## config.mk

```make
export PLATFORM = sky130hd
export DESIGN_NAME = mbrtu_ctrl
export DESIGN_NICKNAME = d
export VERILOG_FILES = /design/src/hw/rtl/mbrtu_pkg.sv /design/src/hw/rtl/mbrtu_ctrl.sv
export SDC_FILE = /design/constraint.sdc
export NUM_CORES = 1
export LEC_CHECK = 0
export BUFFER_PORTS_ARGS = -buffer_cell sky130_fd_sc_hd__buf_2
export CAP_MARGIN = 30
export CORE_UTILIZATION = 55
export CTS_CLUSTER_SIZE = 24
export DETAILED_ROUTE_END_ITERATION = 6
export HOLD_SLACK_MARGIN = 0.02
export MAX_ROUTING_LAYER = met4
export PLACE_DENSITY = 0.95
export SETUP_SLACK_MARGIN = 0.15
export SKIP_CTS_REPAIR_TIMING = 1
export SLEW_MARGIN = 20
export SYNTH_ARGS = -nofsm -noshare
export SYNTH_HDL_FRONTEND = slang
export SYNTH_SLANG_ARGS = --single-unit
export TNS_END_PERCENT = 100
```

## constraint.sdc

```tcl
create_clock -name clk_i -period 4 [get_ports clk_i]
set_input_delay 0.2 -clock clk_i [delete_from_list [all_inputs] [get_ports clk_i]]
set_output_delay 0.2 -clock clk_i [all_outputs]
set_load 0.05 [all_outputs]
```

## src/hw/rtl/mbrtu_pkg.sv

```systemverilog
// ----------------------------------------------------------------------------
// mbrtu_pkg
// Shared codes, command/status bundles and CRC helper for the RTU slave.
// ----------------------------------------------------------------------------
package mbrtu_pkg;

  localparam logic [7:0] FN_READ_COILS  = 8'h01;
  localparam logic [7:0] FN_READ_HOLD   = 8'h03;
  localparam logic [7:0] FN_READ_INPUT  = 8'h04;
  localparam logic [7:0] FN_WRITE_COIL  = 8'h05;
  localparam logic [7:0] FN_WRITE_REG   = 8'h06;
  localparam logic [7:0] FN_WRITE_COILS = 8'h0F;
  localparam logic [7:0] FN_WRITE_REGS  = 8'h10;
  localparam logic [7:0] FN_REBOOT      = 8'h23;
  localparam logic [7:0] FN_ECHO        = 8'h25;

  localparam logic [7:0]  EXC_FLAG       = 8'h80;
  localparam logic [7:0]  EXC_ILLEGAL_FN = 8'h01;
  localparam logic [15:0] COIL_ADDR_MASK = 16'h03FF;
  localparam logic [15:0] REG_ADDR_MASK  = 16'h0FFF;
  localparam logic [10:0] MAX_COILS      = 11'd2000;
  localparam logic [10:0] MAX_REGS       = 11'd125;
  localparam logic [15:0] CRC_INIT       = 16'hFFFF;
  localparam logic [15:0] CRC_POLY       = 16'hA001;
  localparam int unsigned TX_DEPTH       = 256;
  localparam int unsigned MIN_FRAME      = 5;

  typedef enum logic [3:0] {
    TX_CONST, TX_ID, TX_FN, TX_FN_EXC, TX_W2H, TX_W2L, TX_W4H, TX_W4L,
    TX_ACC, TX_REG_HI, TX_REG_LO, TX_CRC_LO, TX_CRC_HI, TX_BC, TX_N2
  } tx_src_e;

  typedef enum logic [1:0] {
    RX_HDR, RX_COIL_BYTE, RX_REG_HI, RX_REG_LO
  } rx_src_e;

  typedef struct packed {
    logic       rx_wr;
    logic       rx_clr;
    logic       rx_rd;
    rx_src_e    rx_src;
    logic       hdr_cap;
    logic       idx_clr;
    logic       idx_inc;
    logic       ld_addr;
    logic       addr_sub;
    logic       addr_inc;
    logic       acc_clr;
    logic       acc_ld;
    logic       coil_rd;
    logic       coil_shift;
    logic       coil_wr;
    logic       coil_multi;
    logic       reg_rd;
    logic       reg_wr;
    logic       reg_multi;
    logic       tx_init;
    logic       tx_wr;
    logic       tx_crc_en;
    tx_src_e    tx_src;
    logic [7:0] tx_const;
    logic       tx_commit;
    logic       tx_rd;
    logic       emit_pull;
    logic       emit_reboot;
    logic       clr_wr;
  } cmd_t;

  typedef struct packed {
    logic [7:0] fn;
    logic       tx_pend;
    logic       frame_ok;
    logic       idx_end;
    logic       idx_lo0;
    logic       idx_lo7;
    logic       addr_ge;
    logic       hdr_done;
    logic       clr_done;
    logic       out_free;
  } sts_t;

  function automatic logic [15:0] crc16_byte(logic [15:0] crc, logic [7:0] b);
    logic [15:0] c;
    c = crc ^ {8'h00, b};
    for (int k = 0; k < 8; k++) begin
      c = c[0] ? ((c >> 1) ^ CRC_POLY) : (c >> 1);
    end
    return c;
  endfunction

  // "XTAPP" tag of the echo test reply, by reply step
  function automatic logic [7:0] echo_tag(logic [2:0] k);
    logic [7:0] r;
    unique case (k)
      3'd2:       r = 8'h58;
      3'd3:       r = 8'h54;
      3'd4:       r = 8'h41;
      3'd5, 3'd6: r = 8'h50;
      default:    r = 8'h00;
    endcase
    return r;
  endfunction

endpackage

```

## src/hw/rtl/mbrtu_ctrl.sv

```systemverilog
// ----------------------------------------------------------------------------
// mbrtu_ctrl
// Sequencer: item intake, frame service per function code, reply pulls.
// ----------------------------------------------------------------------------
module mbrtu_ctrl import mbrtu_pkg::*; (
  input  logic clk_i,
  input  logic rst_ni,
  input  logic in_valid_i,
  input  logic in_op_i,
  input  logic in_frame_end_i,
  output logic in_ready_o,
  input  sts_t sts_i,
  output cmd_t cmd_o
);

  typedef enum logic [4:0] {
    S_CLR, S_IDLE, S_CHECK, S_HDR, S_DISP, S_FN, S_AMOD,
    S_RC_LOOP, S_RC_WT, S_RC_WR, S_RR_LOOP, S_RR_WT, S_RR_LO,
    S_WC_LOOP, S_WC_LD, S_WC_WR, S_WR_LOOP, S_WR_H, S_WR_L,
    S_ECHO, S_TEST, S_EXC, S_CRC_LO, S_CRC_HI, S_FIN, S_RBT, S_PULL, S_EMIT
  } state_e;

  state_e     state_q, state_d;
  logic [2:0] step_q, step_d;
  logic       in_acc;

  assign in_ready_o = state_q == S_IDLE;
  assign in_acc     = in_valid_i && in_ready_o;

  always_ff @(posedge clk_i or negedge rst_ni) begin
    if (!rst_ni) begin
      state_q <= S_CLR;
      step_q  <= '0;
    end else begin
      state_q <= state_d;
      step_q  <= step_d;
    end
  end

  always_comb begin
    state_d = state_q;
    step_d  = '0;
    cmd_o   = '0;
    unique case (state_q)
      S_CLR: begin
        if (sts_i.clr_done) begin
          state_d = S_IDLE;
        end else begin
          cmd_o.clr_wr = 1'b1;
        end
      end
      S_IDLE: begin
        if (in_acc) begin
          if (in_op_i) begin
            if (sts_i.tx_pend) begin
              cmd_o.tx_rd = 1'b1;
              state_d     = S_PULL;
            end
          end else if (!sts_i.tx_pend) begin
            cmd_o.rx_wr = 1'b1;
            if (in_frame_end_i) begin
              state_d = S_CHECK;
            end
          end
        end
      end
      S_CHECK: begin
        if (sts_i.frame_ok) begin
          cmd_o.tx_init = 1'b1;
          cmd_o.idx_clr = 1'b1;
          state_d       = S_HDR;
        end else begin
          cmd_o.rx_clr = 1'b1;
          state_d      = S_IDLE;
        end
      end
      S_HDR: begin
        // read bytes 0..5, capture each in the cycle after its read
        cmd_o.rx_src  = RX_HDR;
        cmd_o.rx_rd   = !sts_i.hdr_done;
        cmd_o.hdr_cap = !sts_i.idx_lo0;
        cmd_o.idx_inc = 1'b1;
        if (sts_i.hdr_done) begin
          state_d = S_DISP;
        end
      end
      S_DISP: begin
        cmd_o.ld_addr   = 1'b1;
        cmd_o.idx_clr   = 1'b1;
        cmd_o.acc_clr   = 1'b1;
        cmd_o.tx_wr     = 1'b1;
        cmd_o.tx_crc_en = 1'b1;
        cmd_o.tx_src    = TX_ID;
        state_d = (sts_i.fn == FN_REBOOT) ? S_RBT : S_FN;
      end
      S_FN: begin
        cmd_o.tx_wr     = 1'b1;
        cmd_o.tx_crc_en = 1'b1;
        cmd_o.tx_src    = TX_FN;
        unique case (sts_i.fn)
          FN_READ_COILS, FN_READ_HOLD, FN_READ_INPUT, FN_WRITE_COIL,
          FN_WRITE_REG, FN_WRITE_COILS, FN_WRITE_REGS: state_d = S_AMOD;
          FN_ECHO:                                     state_d = S_TEST;
          default: begin
            cmd_o.tx_src = TX_FN_EXC;
            state_d      = S_EXC;
          end
        endcase
      end
      S_AMOD: begin
        // reduce the start address into the store, then branch
        if (sts_i.addr_ge) begin
          cmd_o.addr_sub = 1'b1;
        end else begin
          unique case (sts_i.fn)
            FN_READ_COILS: begin
              cmd_o.tx_wr     = 1'b1;
              cmd_o.tx_crc_en = 1'b1;
              cmd_o.tx_src    = TX_BC;
              state_d         = S_RC_LOOP;
            end
            FN_READ_HOLD, FN_READ_INPUT: begin
              cmd_o.tx_wr     = 1'b1;
              cmd_o.tx_crc_en = 1'b1;
              cmd_o.tx_src    = TX_N2;
              state_d         = S_RR_LOOP;
            end
            FN_WRITE_COIL: begin
              cmd_o.coil_wr = 1'b1;
              state_d       = S_ECHO;
            end
            FN_WRITE_REG: begin
              cmd_o.reg_wr = 1'b1;
              state_d      = S_ECHO;
            end
            FN_WRITE_COILS: state_d = S_WC_LOOP;
            default:        state_d = S_WR_LOOP;
          endcase
        end
      end
      S_RC_LOOP: begin
        if (sts_i.idx_end) begin
          if (!sts_i.idx_lo0) begin
            cmd_o.tx_wr     = 1'b1;
            cmd_o.tx_crc_en = 1'b1;
            cmd_o.tx_src    = TX_ACC;
          end
          state_d = S_CRC_LO;
        end else begin
          cmd_o.coil_rd = 1'b1;
          state_d       = S_RC_WT;
        end
      end
      S_RC_WT: begin
        cmd_o.coil_shift = 1'b1;
        cmd_o.idx_inc    = 1'b1;
        cmd_o.addr_inc   = 1'b1;
        state_d = sts_i.idx_lo7 ? S_RC_WR : S_RC_LOOP;
      end
      S_RC_WR: begin
        cmd_o.tx_wr     = 1'b1;
        cmd_o.tx_crc_en = 1'b1;
        cmd_o.tx_src    = TX_ACC;
        cmd_o.acc_clr   = 1'b1;
        state_d         = S_RC_LOOP;
      end
      S_RR_LOOP: begin
        if (sts_i.idx_end) begin
          state_d = S_CRC_LO;
        end else begin
          cmd_o.reg_rd = 1'b1;
          state_d      = S_RR_WT;
        end
      end
      S_RR_WT: begin
        cmd_o.tx_wr     = 1'b1;
        cmd_o.tx_crc_en = 1'b1;
        cmd_o.tx_src    = TX_REG_HI;
        state_d         = S_RR_LO;
      end
      S_RR_LO: begin
        cmd_o.tx_wr     = 1'b1;
        cmd_o.tx_crc_en = 1'b1;
        cmd_o.tx_src    = TX_REG_LO;
        cmd_o.idx_inc   = 1'b1;
        cmd_o.addr_inc  = 1'b1;
        state_d         = S_RR_LOOP;
      end
      S_WC_LOOP: begin
        if (sts_i.idx_end) begin
          state_d = S_ECHO;
        end else if (sts_i.idx_lo0) begin
          cmd_o.rx_rd  = 1'b1;
          cmd_o.rx_src = RX_COIL_BYTE;
          state_d      = S_WC_LD;
        end else begin
          state_d = S_WC_WR;
        end
      end
      S_WC_LD: begin
        cmd_o.acc_ld = 1'b1;
        state_d      = S_WC_WR;
      end
      S_WC_WR: begin
        cmd_o.coil_wr    = 1'b1;
        cmd_o.coil_multi = 1'b1;
        cmd_o.idx_inc    = 1'b1;
        cmd_o.addr_inc   = 1'b1;
        state_d          = S_WC_LOOP;
      end
      S_WR_LOOP: begin
        if (sts_i.idx_end) begin
          state_d = S_ECHO;
        end else begin
          cmd_o.rx_rd  = 1'b1;
          cmd_o.rx_src = RX_REG_HI;
          state_d      = S_WR_H;
        end
      end
      S_WR_H: begin
        cmd_o.acc_ld = 1'b1;
        cmd_o.rx_rd  = 1'b1;
        cmd_o.rx_src = RX_REG_LO;
        state_d      = S_WR_L;
      end
      S_WR_L: begin
        cmd_o.reg_wr    = 1'b1;
        cmd_o.reg_multi = 1'b1;
        cmd_o.idx_inc   = 1'b1;
        cmd_o.addr_inc  = 1'b1;
        state_d         = S_WR_LOOP;
      end
      S_ECHO: begin
        // write replies echo request bytes 2..5
        cmd_o.tx_wr     = 1'b1;
        cmd_o.tx_crc_en = 1'b1;
        step_d          = step_q + 3'd1;
        unique case (step_q)
          3'd0:    cmd_o.tx_src = TX_W2H;
          3'd1:    cmd_o.tx_src = TX_W2L;
          3'd2:    cmd_o.tx_src = TX_W4H;
          default: cmd_o.tx_src = TX_W4L;
        endcase
        if (step_q == 3'd3) begin
          state_d = S_CRC_LO;
        end
      end
      S_TEST: begin
        cmd_o.tx_wr     = 1'b1;
        cmd_o.tx_crc_en = 1'b1;
        step_d          = step_q + 3'd1;
        unique case (step_q)
          3'd0:    cmd_o.tx_src = TX_W2H;
          3'd1:    cmd_o.tx_src = TX_W2L;
          default: begin
            cmd_o.tx_src   = TX_CONST;
            cmd_o.tx_const = echo_tag(step_q);
          end
        endcase
        if (step_q == 3'd6) begin
          state_d = S_CRC_LO;
        end
      end
      S_EXC: begin
        cmd_o.tx_wr     = 1'b1;
        cmd_o.tx_crc_en = 1'b1;
        cmd_o.tx_src    = TX_CONST;
        cmd_o.tx_const  = EXC_ILLEGAL_FN;
        state_d         = S_CRC_LO;
      end
      S_CRC_LO: begin
        cmd_o.tx_wr  = 1'b1;
        cmd_o.tx_src = TX_CRC_LO;
        state_d      = S_CRC_HI;
      end
      S_CRC_HI: begin
        cmd_o.tx_wr  = 1'b1;
        cmd_o.tx_src = TX_CRC_HI;
        state_d      = S_FIN;
      end
      S_FIN: begin
        cmd_o.tx_commit = 1'b1;
        cmd_o.rx_clr    = 1'b1;
        state_d         = S_IDLE;
      end
      S_RBT: begin
        if (sts_i.out_free) begin
          cmd_o.emit_reboot = 1'b1;
          cmd_o.rx_clr      = 1'b1;
          state_d           = S_IDLE;
        end
      end
      S_PULL: begin
        state_d = S_EMIT;
      end
      S_EMIT: begin
        if (sts_i.out_free) begin
          cmd_o.emit_pull = 1'b1;
          state_d         = S_IDLE;
        end
      end
      default: state_d = S_IDLE;
    endcase
  end

endmodule

```

==> out/metrics.csv, run 1 <==
stage,metric,value,unit
finish,drive_gt1_frac,0.261,
timing,fin_setup_tns,0,ps
timing,timing.fmax,336,MHz
yosys,synth_common_cells,"nor2_1, nor3_1, nand2_1, a21oi_1",
route,drt_iter0_drc,239,
route,vias,2348,
yosys,ys_seq_area_frac,0.111,
timing,period_minus_slack,2980,ps
yosys,synth_ff_type,dfrtp_1,
route,wl_per_cell,16.1,um
yosys,synth_top_cell_by_area,dfrtp_1,
job,cap_viol_max_count,0,
clock_network,clkTransAtPathRegs,60,ps
finish,diodes,0,
outcome,outcome,completed,
yosys,synth_top_area_frac,0.111,
global_routing,grt_pass1_wl,8960,um
yosys,synth_edf_count,0,
place,dp.cells,350,
finish,nFillCells,282,
place,place_area,2040,um^2
finish,multi_input_area,1430,um^2
floorplan,initial_core_util,0.585,
setup_path,worstPathRequired,3800,ps
global_routing,grt_antenna_before_repair,0,
floorplan,fp.dieH,59.2,um
floorplan,io_pins,63,
clock_network,cts_buffers,3,
power_and_ir_drop,peakVddDrop,0.304,mV
setup_path,path_class,reg2out,
worst_hold_path,min-delay-path-class,in2async,
timing,fin_skew,9.08,ps
clock_network,worst_skew_pair.late_latency,250,ps
global_routing,grt_pass1_vias,1965,
timing,fin_crit_sh,0.744,
clock_network,cts_buffer_depth,2,
clock_network,cts_tree,done,
yosys,synth_cell_types,62,
setup_path,worstPathCellList,"nand2b_1, or4_4, nor4_1, a21oi_1, o311ai_0, buf_2",
setup_path,critPathLaunchType,register,
timing,setup_viol,0,
route,antenna_left,0,
timing,relSlewSlack,0.530,
yosys,syn-mean-instance-area,6.66,um^2
global_routing,groute.usage.overall,0.340,
yosys,synth_seq_cells,8,
floorplan,die_area,3500,um^2
setup_path,crit_fanout,24,
yosys,synth_most_common_cell,nor2_1,
place,dp_hpwl,4320,um
route,routed_wl,5680,um
setup_path,crit_slowest_cell,dfrtp_1,
route,vias_per_cell,6.63,
setup_path,end_kind,output pin,
clock_network,cts_num_sinks,8,
timing,tightest_slew,704,ps
finish,layout.cells.non_filler,354,
setup_path,cp.arrival,2780,ps
global_routing,grt_max_degree,39,
finish,ff_latch_area,201,um^2
place,gp_congestion,1.01,
place,numPortBuffers,59,
route,drc,0,
route,first_pass_iters,5,
floorplan,rows,20,
yosys,syn-cell-area,1800,um^2
yosys,ys_async_sr_fraction,1.00,
finish,final_area,2080,um^2
timing,hold_violations,0,
power_and_ir_drop,total_power,1.55,mW
power_and_ir_drop,power_density,744,nW/um^2
yosys,ys_warn_count,0,
clock_network,htreeDepth,1,
finish,final_core_util,0.675,
yosys,synth_area_leaders,"dfrtp_1, nor2_1, nor3_1",
finish,area_growth,15.5,%
timing,maxSlewViolCount,0,
floorplan,fp.dieW,59.2,um
floorplan,core_area,3080,um^2
finish,nets,339,
global_routing,grt_overflow,0,
setup_path,critPathMaxStageDelay,630,ps
clock_network,cts-root-buf,clkbuf_4,
yosys,postSynthCellCount,270,
timing,rsz0062_at_grt,no,
power_and_ir_drop,p_leak,0.929,nW
==> per-layer routing <==
layer  part of all wire  track usage  routed length (um)
met5                  0            -                   0
met4              0.022       0.0782                 127
met3               0.13       0.0786                 739
met2               0.43        0.522                2460
met1               0.41        0.452                2350
==> worst paths after layout <==
kind	start	endpoint	slack [ps]	depth (start not counted)
min in group clk_i	sts_i[0]	state_q[3]	310	3
worst max register to register	state_q[0]	state_q[1]	1280	5
worst min-delay path	rst_ni	step_q[0]	310	2
worst max-delay path	state_q[0]	cmd_o[18]	1020	6
worst min register to register	step_q[0]	step_q[0]	510	1
max in group asynchronous	rst_ni	state_q[4]	3510	2
==> cell families after synthesis <==
logic type / count (synthesis) / synth area share
buffers and inverters: 38 / 0.0960
adders and majority gates: 5 / 0.0348
DFF: 8 / 0.111
other: 1 / 0.00208
AOI/OAI and AO/OA: 82 / 0.325
muxes: 4 / 0.0229
and+or+nand+nor: 132 / 0.408
==> registers in the layout (all words and copies together), names as in the netlist <==
signal,cells
state_q,5
step_q,3
==> through the flow <==
step                hold WS [ps]  worst slack (ps)
floorplan                  -95.6               389
global placement            44.2              1360
detailed placement          44.9              1290
CTS                         -231              1050
global route                 318               809
finish                       311              1020
==> layout by cell type, fill, tap and decap left out, types with 4 or more instances in the layout <==
master    instances
o31ai_1           6
ha_1              5
a22oi_1           4
dfrtp_1           7
o21ai_0           9
nor3_1           20
a21oi_1          15
nor2_1           30
nand2b_1         11
a31oi_1           6
or3_1             5
nor4_1            5
o211ai_1          6
inv_1            10
nand3_1           4
nor2b_1           6
buf_2            59
or2_2             5
nand2_1          19
o22ai_1           5
==> layout make-up <==
type	instances	area share
multi-input combinational	226	0.690
timing repair buffer	63	0.158
sequential	8	0.0969
tap	44	0.0265
inverter	10	0.0181
clock buffer	3	0.0108
==> power breakdown <==
part           switching (mW)  internal (mW)  leakage [nW]
Combinational           0.879          0.378         0.813
Sequential              0.118          0.112         0.102
Clock                  0.0257         0.0342        0.0138
==> worst max-delay path: cells and delay by family (launching register included) <==
family / cells / cell delay (ps)
AOI/OAI and AO/OA: 2 / 280
buffers and inverters: 1 / 320
DFF: 1 / 630
and+or+nand+nor: 3 / 1300
No activity file was read; power rests on OpenSTA's default activity.
==> run 2, diff against run 1 <==
Settings changed: ABC_AREA from default to 1, CORE_UTILIZATION 55 to 50, PLACE_DENSITY 0.95 to 0.92.
Clock period 4 ns to 3.1 ns, I/O delays scaled along.
==> run 2 against run 1 <==
Effect of this change:
- via count fell by 4.4%
- synthesized cell count grew 21%
- critical endpoint unchanged
- non-clock buffer count decreased by 3
- wire length is 6.8% lower
- global-route usage fell by 1.6 points
- sequential power fell by 8.7%
- clock power grew 43%
- flip-flop and latch count did not move
- combinational power up 13%
- register-to-register slack lost 140 ps
- die area down 3.0%
==> out/metrics.csv, run 2 <==
stage,metric,value,unit,change
floorplan,die_area,3400,um^2,-3.0%
finish,largest_register_ff_count,5,,unchanged
timing,maxSlewViolCount,0,,unchanged
finish,largestRegisters,"state_q: 5 flops, step_q: 3 flops",,
setup_path,path_class,reg2out,,
yosys,synth_edf_count,0,,unchanged
place,gp_congestion,1.03,,+2.3%
yosys,ys_warn_count,0,,unchanged
floorplan,initial_core_util,0.524,,-0.0610
timing,tightest_slew,489,ps,-215 ps
yosys,synth_most_common_cell,nand2_1,,
timing,relSlewSlack,0.670,,+0.140
floorplan,rows,20,,unchanged
setup_path,critPathLaunchType,register,,
timing,fin_ws,686,ps,-336 ps
timing,setup_viol,0,,unchanged
floorplan,fp.dieH,58.3,um,-1.5%
route,routed_wl,5300,um,-6.8%
clock_network,cts_buffers,3,,unchanged
power_and_ir_drop,peakVddDrop,0.778,mV,+160%
power_and_ir_drop,power_frac_comb,0.829,,+0.016
yosys,synth_cell_types,23,,-63%
yosys,synth_common_cells,"nand2_1, nor2_1, inv_1, nand3_1, nor3_1",,
place,numPortBuffers,59,,unchanged
route,drc,0,,unchanged
timing,hold_violations,0,,unchanged
timing,fin_setup_tns,0,ps,unchanged
global_routing,groute.usage.overall,0.323,,-0.0165
route,first_pass_iters,5,,unchanged
setup_path,critPathMaxStageDelay,460,ps,-170 ps
power_and_ir_drop,p_sw_frac,0.694,,+0.0335
yosys,syn-cell-area,1590,um^2,-12%
place,dp_hpwl,4420,um,+2.3%
timing,holdWs,274,ps,-36.4 ps
place,pre_cts_ws,1060,ps,-229 ps
job,cap_viol_max_count,0,,unchanged
outcome,outcome,completed,,
clock_network,htreeDepth,1,,unchanged
yosys,ys_seq_area_frac,0.126,,+0.0150
yosys,synth_top_area_frac,0.256,,+0.144
power_and_ir_drop,p_clk_frac,0.050,,+0.011
power_and_ir_drop,total_power,1.72,mW,+11%
yosys,synth_top_cell_by_area,nand2_1,,
yosys,syn-mean-instance-area,4.86,um^2,-27%
setup_path,crit_fanout,7,,-71%
setup_path,crit_slowest_cell,dfrtp_1,,
setup_path,cp.arrival,2260,ps,-520 ps
timing,rsz0062_at_grt,no,,
clock_network,cts-root-buf,clkbuf_4,,
global_routing,grt_overflow,0,,unchanged
finish,final_cell_mix,"nand2_1, nor2_1, buf_2",,
route,antenna_left,0,,unchanged
timing,timing.fmax,414,MHz,
clock_network,cts_buffer_depth,2,,unchanged
global_routing,grt_pass1_wl,8190,um,-8.6%
power_and_ir_drop,p_leak,1.32,nW,+42%
yosys,synth_seq_cells,8,,unchanged
yosys,synth_ff_type,dfrtp_1,,
floorplan,core_area,3030,um^2,-1.6%
route,vias,2245,,-4.4%
setup_path,crit_top_cell,nor2_1,,
global_routing,grt_pass1_vias,1881,,-4.3%
setup_path,worstPathCellList,"nand2_1, nor2_1, inv_1, nor2_1, nor2_1, inv_1, a21oi_1, nand3_1, or2_1, buf_2",,
global_routing,grt_antenna_before_repair,0,,unchanged
finish,diodes,0,,unchanged
power_and_ir_drop,p_int,527,uW,+0.38%
timing,period_minus_slack,2410,ps,
finish,nets,416,,+23%
worst_hold_path,min-delay-path-class,in2reg,,
timing,fin_crit_sh,0.779,,
finish,drive_gt1_frac,0.199,,-0.0623
finish,top_register,state_q,,
power_and_ir_drop,sequentialPowerShare,0.122,,-0.027
setup_path,worstPathRequired,2940,ps,-860 ps
route,vias_per_cell,5.21,,-21%
power_and_ir_drop,switchingPower,1.20,mW,+17%
global_routing,grt_max_degree,15,,-62%
floorplan,io_pins,63,,unchanged
clock_network,worst_skew_pair.late_latency,260,ps,about the same
yosys,ys_async_sr_fraction,1.00,,unchanged
route,wl_per_cell,12.3,um,-23%
floorplan,fp.dieW,58.3,um,-1.5%
yosys,postSynthCellCount,326,,+21%
finish,area_growth,23.3,%,
route,drt_iter0_drc,161,,-33%
finish,final_common_cell,nand2_1,,
timing,fin_skew,3.75,ps,-5.33 ps
clock_network,cts_num_sinks,8,,unchanged
power_and_ir_drop,power_density,882,nW/um^2,+18%
clock_network,cts_tree,done,,
yosys,synth_area_leaders,"nand2_1, nor2_1, dfrtp_1",,
clock_network,clkTransAtPathRegs,60,ps,about the same
setup_path,end_kind,output pin,,
[run 2: cell types whose count changed after synthesis, moves of 6 or more]
cell,delta
nand2_1,+89
inv_1,+42
nor2_1,+34
nand3_1,+22
clkbuf_1,-11
nand2b_1,-11
a21oi_1,-9
buf_2,-8
nor2b_1,-6
nor3_1,-6
[run 2: per-stage QoR]
stage / std cells / util / area [um^2]
2_1_floorplan: 328 / - / 1600
3_3_place_gp: 427 / 0.635 / 1920
3_5_place_dp: 427 / 0.635 / 1920
4_1_cts: 430 / 0.642 / 1940
5_1_grt: 431 / 0.645 / 1950
6_report: 431 / 0.645 / 1950
[run 2: worst paths after layout]
kind                              end  slack (ps)        from  cells past startpoint
max                         cmd_o[18]         690  state_q[0]                     10
min                        state_q[3]         270    sts_i[0]                      6
max reg2reg                state_q[0]        1140  state_q[4]                      9
min reg2reg                 step_q[0]         500   step_q[0]                      1
max in group asynchronous  state_q[4]        2620      rst_ni                      2
min in group asynchronous  state_q[1]         300      rst_ni                      2
[run 2: logic make-up (layout without fill, tap and decap cells)]
logic type	Yosys count	count (layout)	share of synthesized area
adder cells (fa/ha/maj)	5	5	0.0395
AO/OA/AOI/OAI	21	21	0.0710
buffers and inverters	61	120	0.152
other	1	3	0.00237
AND/OR/NAND/NOR	230	230	0.609
flip-flops	8	8	0.126
[run 2: per-layer routing]
layer | wire length [um] | up-vias | track usage
li1 | - | 1128 | -
met1 | 2320 | 955 | 0.419
met2 | 2340 | 144 | 0.509
met3 | 443 | 18 | 0.0352
met4 | 193 | 0 | 0.146
met5 | 0 | - | -
[run 2: power groups by stage]
stage | registers (mW) | clock network (mW) | logic [mW]
floorplan | 0.184 | 0 | 1.09
finish | 0.210 | 0.0855 | 1.43
detailed placement | 0.207 | 0 | 1.40
CTS | 0.206 | 0.0847 | 1.40
global placement | 0.204 | 0 | 1.40
global route | 0.215 | 0.0916 | 1.54
[run 2: cell type report]
class	instances	area (um^2)
clock buffers	3	22.5
fillers	336	1070
inverters	57	214
multi-input cells	259	1160
flip-flops and latches	8	200
well taps	44	55.1
repair buffers	60	305
[run 2: critical path, delay by kind of cell (launching register included)]
family / cells / cell delay (ps)
compound gates: 1 / 50
buf+inv: 3 / 490
flops: 1 / 460
simple gates: 6 / 980
==> run 3, diff against run 2 <==
Settings changed: ABC_AREA 1 to 0, CORE_UTILIZATION 50 to 46, PLACE_DENSITY 0.92 to 0.87.
Clock period 3.1 ns to 2.11 ns, I/O delays scaled along.
==> run 3 against run 2 <==
Effect of this change:
- the flow now finishes with violations (DRC, setup timing)
- clock skew grew 2.2 ps
- utilization rose by 27 points
- setup slack worse by 960 ps
- combinational power grew to 3.3 times the previous value
- global-route usage rose by 6.0 points
- hold slack worse by 16 ps
- wire length up 110%
- flip-flop and latch count unchanged
- clock power rose by 130%
- critical path depth fell by 3
- highest routed layer unchanged
==> out/metrics.csv, run 3 (synthesis results as in run 1) <==
stage,metric,value,unit,change
global_routing,grt-busiest-layer,met2,,
route,drt_iter0_drc,579,,+260%
clock_network,cts-root-buf,clkbuf_8,,
finish,multi_input_area,1970,um^2,+70%
floorplan,initial_core_util,0.484,,-0.0394
setup_path,path_class,reg2out,,
timing,timing.fmax,420,MHz,
global_routing,grt_antenna_before_repair,0,,unchanged
setup_path,end_kind,output pin,,
finish,ff_latch_area,208,um^2,+3.7%
route,first_pass_iters,7,,+2
clock_network,cts_buffer_depth,2,,unchanged
finish,layout.cells.non_filler,421,,-2.3%
timing,hold_violations,0,,unchanged
finish,final_core_util,0.912,,+0.266
global_routing,grt_use_met1,0.448,,+0.0288
finish,final_cell_mix,"buf_4, buf_2, nor2_1",,
global_routing,grt_max_degree,32,,+17
worst_hold_path,min-delay-path-class,in2async,,
global_routing,groute.usage.overall,0.383,,+0.0597
clock_network,cts_buffers,3,,unchanged
outcome,violations,"DRC, setup timing",,
route,drc,12,,+12
setup_path,r2r_cells,7,,-2
floorplan,io_pins,63,,unchanged
timing,setup_viol,18,,+18
clock_network,worst_skew_pair.late_latency,240,ps,-20 ps
finish,nets,402,,-3.4%
finish,drive_gt1_frac,0.587,,+0.388
floorplan,fp.dieH,64.5,um,+11%
place,dp_hpwl,5900,um,+33%
power_and_ir_drop,peakVddDrop,0.992,mV,+27%
finish,final_area,3390,um^2,+73%
floorplan,rows,22,,+10%
timing,relSlewSlack,0.630,,-0.0399
setup_path,cp.arrival,2280,ps,+20 ps
route,antenna_left,0,,unchanged
floorplan,core_area,3720,um^2,+23%
clock_network,cts_num_sinks,8,,unchanged
timing,period_minus_slack,2380,ps,
route,vias_per_cell,7.52,,+44%
finish,final_common_cell,buf_4,,
global_routing,grt_pass1_vias,2577,,+37%
finish,area_growth,88.3,%,
route,routed_wl,10900,um,+110%
setup_path,r2r-start,state_q[4],,
setup_path,crit_fanout,3,,-4
finish,nFillCells,148,,-56%
global_routing,grt_pass1_wl,12200,um,+48%
timing,fin_crit_sh,1.13,,
global_routing,grtUsageMet2,0.626,,+0.117
timing,rsz0062_at_grt,yes,,
place,numPortBuffers,59,,unchanged
clock_network,clkTransAtPathRegs,50,ps,about the same
job,cap_viol_max_count,0,,unchanged
outcome,outcome,finished with violations,,
place,gp_congestion,1.05,,+1.6%
place,place_area,2750,um^2,+43%
finish,diodes,0,,unchanged
floorplan,die_area,4170,um^2,+23%
setup_path,r2r_end,state_q[0],,
power_and_ir_drop,power_density,1560,nW/um^2,+77%
timing,fin_setup_tns,-2040,ps,-2040 ps
clock_network,cts_tree,done,,
setup_path,critPathLaunchType,register,,
finish,top_register,state_q,,
global_routing,use_met3,0.0599,,+0.0247
timing,tightest_slew,553,ps,+63.7 ps
power_and_ir_drop,p_leak,1.44,nW,+9.1%
finish,largestRegisters,"state_q: 5 flops, step_q: 3 flops",,
route,wl_per_cell,25.9,um,+110%
timing,fin_ws,-272,ps,-959 ps
finish,largest_register_ff_count,5,,unchanged
setup_path,r2r_setup_slack,-180,ps,-1320 ps
place,dp.cells,405,,-5.2%
floorplan,fp.dieW,64.5,um,+11%
clock_network,htreeDepth,1,,unchanged
timing,maxSlewViolCount,0,,unchanged
route,vias,3166,,+41%
timing,fin_skew,5.95,ps,+2.20 ps
global_routing,grt_overflow,0,,unchanged
timing,holdWs,259,ps,-15.6 ps
setup_path,worstPathRequired,2000,ps,-940 ps
## run 3: layer usage
metal  wire [um]  share of wire
met5           0              0
met3        1580           0.14
met2        4520           0.41
met4        1100           0.10
met1        3720           0.34
## run 3: worst max-delay path by stage
stage	start	to	slack, ps	cells after the start
2_1_floorplan	state_q[1]	state_q[1]	-190	6
3_3_place_gp	state_q[4]	state_q[4]	-110	7
3_5_place_dp	state_q[4]	state_q[4]	-190	7
4_1_cts	state_q[4]	cmd_o[14]	-320	9
5_1_grt	state_q[3]	cmd_o[1]	-240	5
6_report	state_q[3]	cmd_o[16]	-270	7
## run 3: per-stage QoR
step	setup slack (ps)	total power, mW
after detailed placement	-186	3.76
after floorplan	-188	2.66
after global routing	-243	5.37
final	-272	5.27
after CTS	-320	3.97
after global placement	-110	3.67
## run 3: report_power, final
group / internal (mW) / switching [mW]
registers: 0.223 / 0.144
logic: 1.92 / 2.80
clock network: 0.124 / 0.0698
total: 2.26 / 3.01
## run 3: critical path, cell delays in order (launching register included)
cell and delay, ps:
dfrtp_2 470, nand2b_4 180, or4_4 430, buf_6 150, nor4_4 280, a21oi_4 90, o211ai_1 170, buf_4 270
## run 3: cell type report
class | instances | area share
repair buffers | 126 | 0.314
flip-flops and latches | 8 | 0.0613
well taps | 48 | 0.0177
multi-input cells | 226 | 0.582
inverters | 10 | 0.0129
clock buffers | 3 | 0.0122
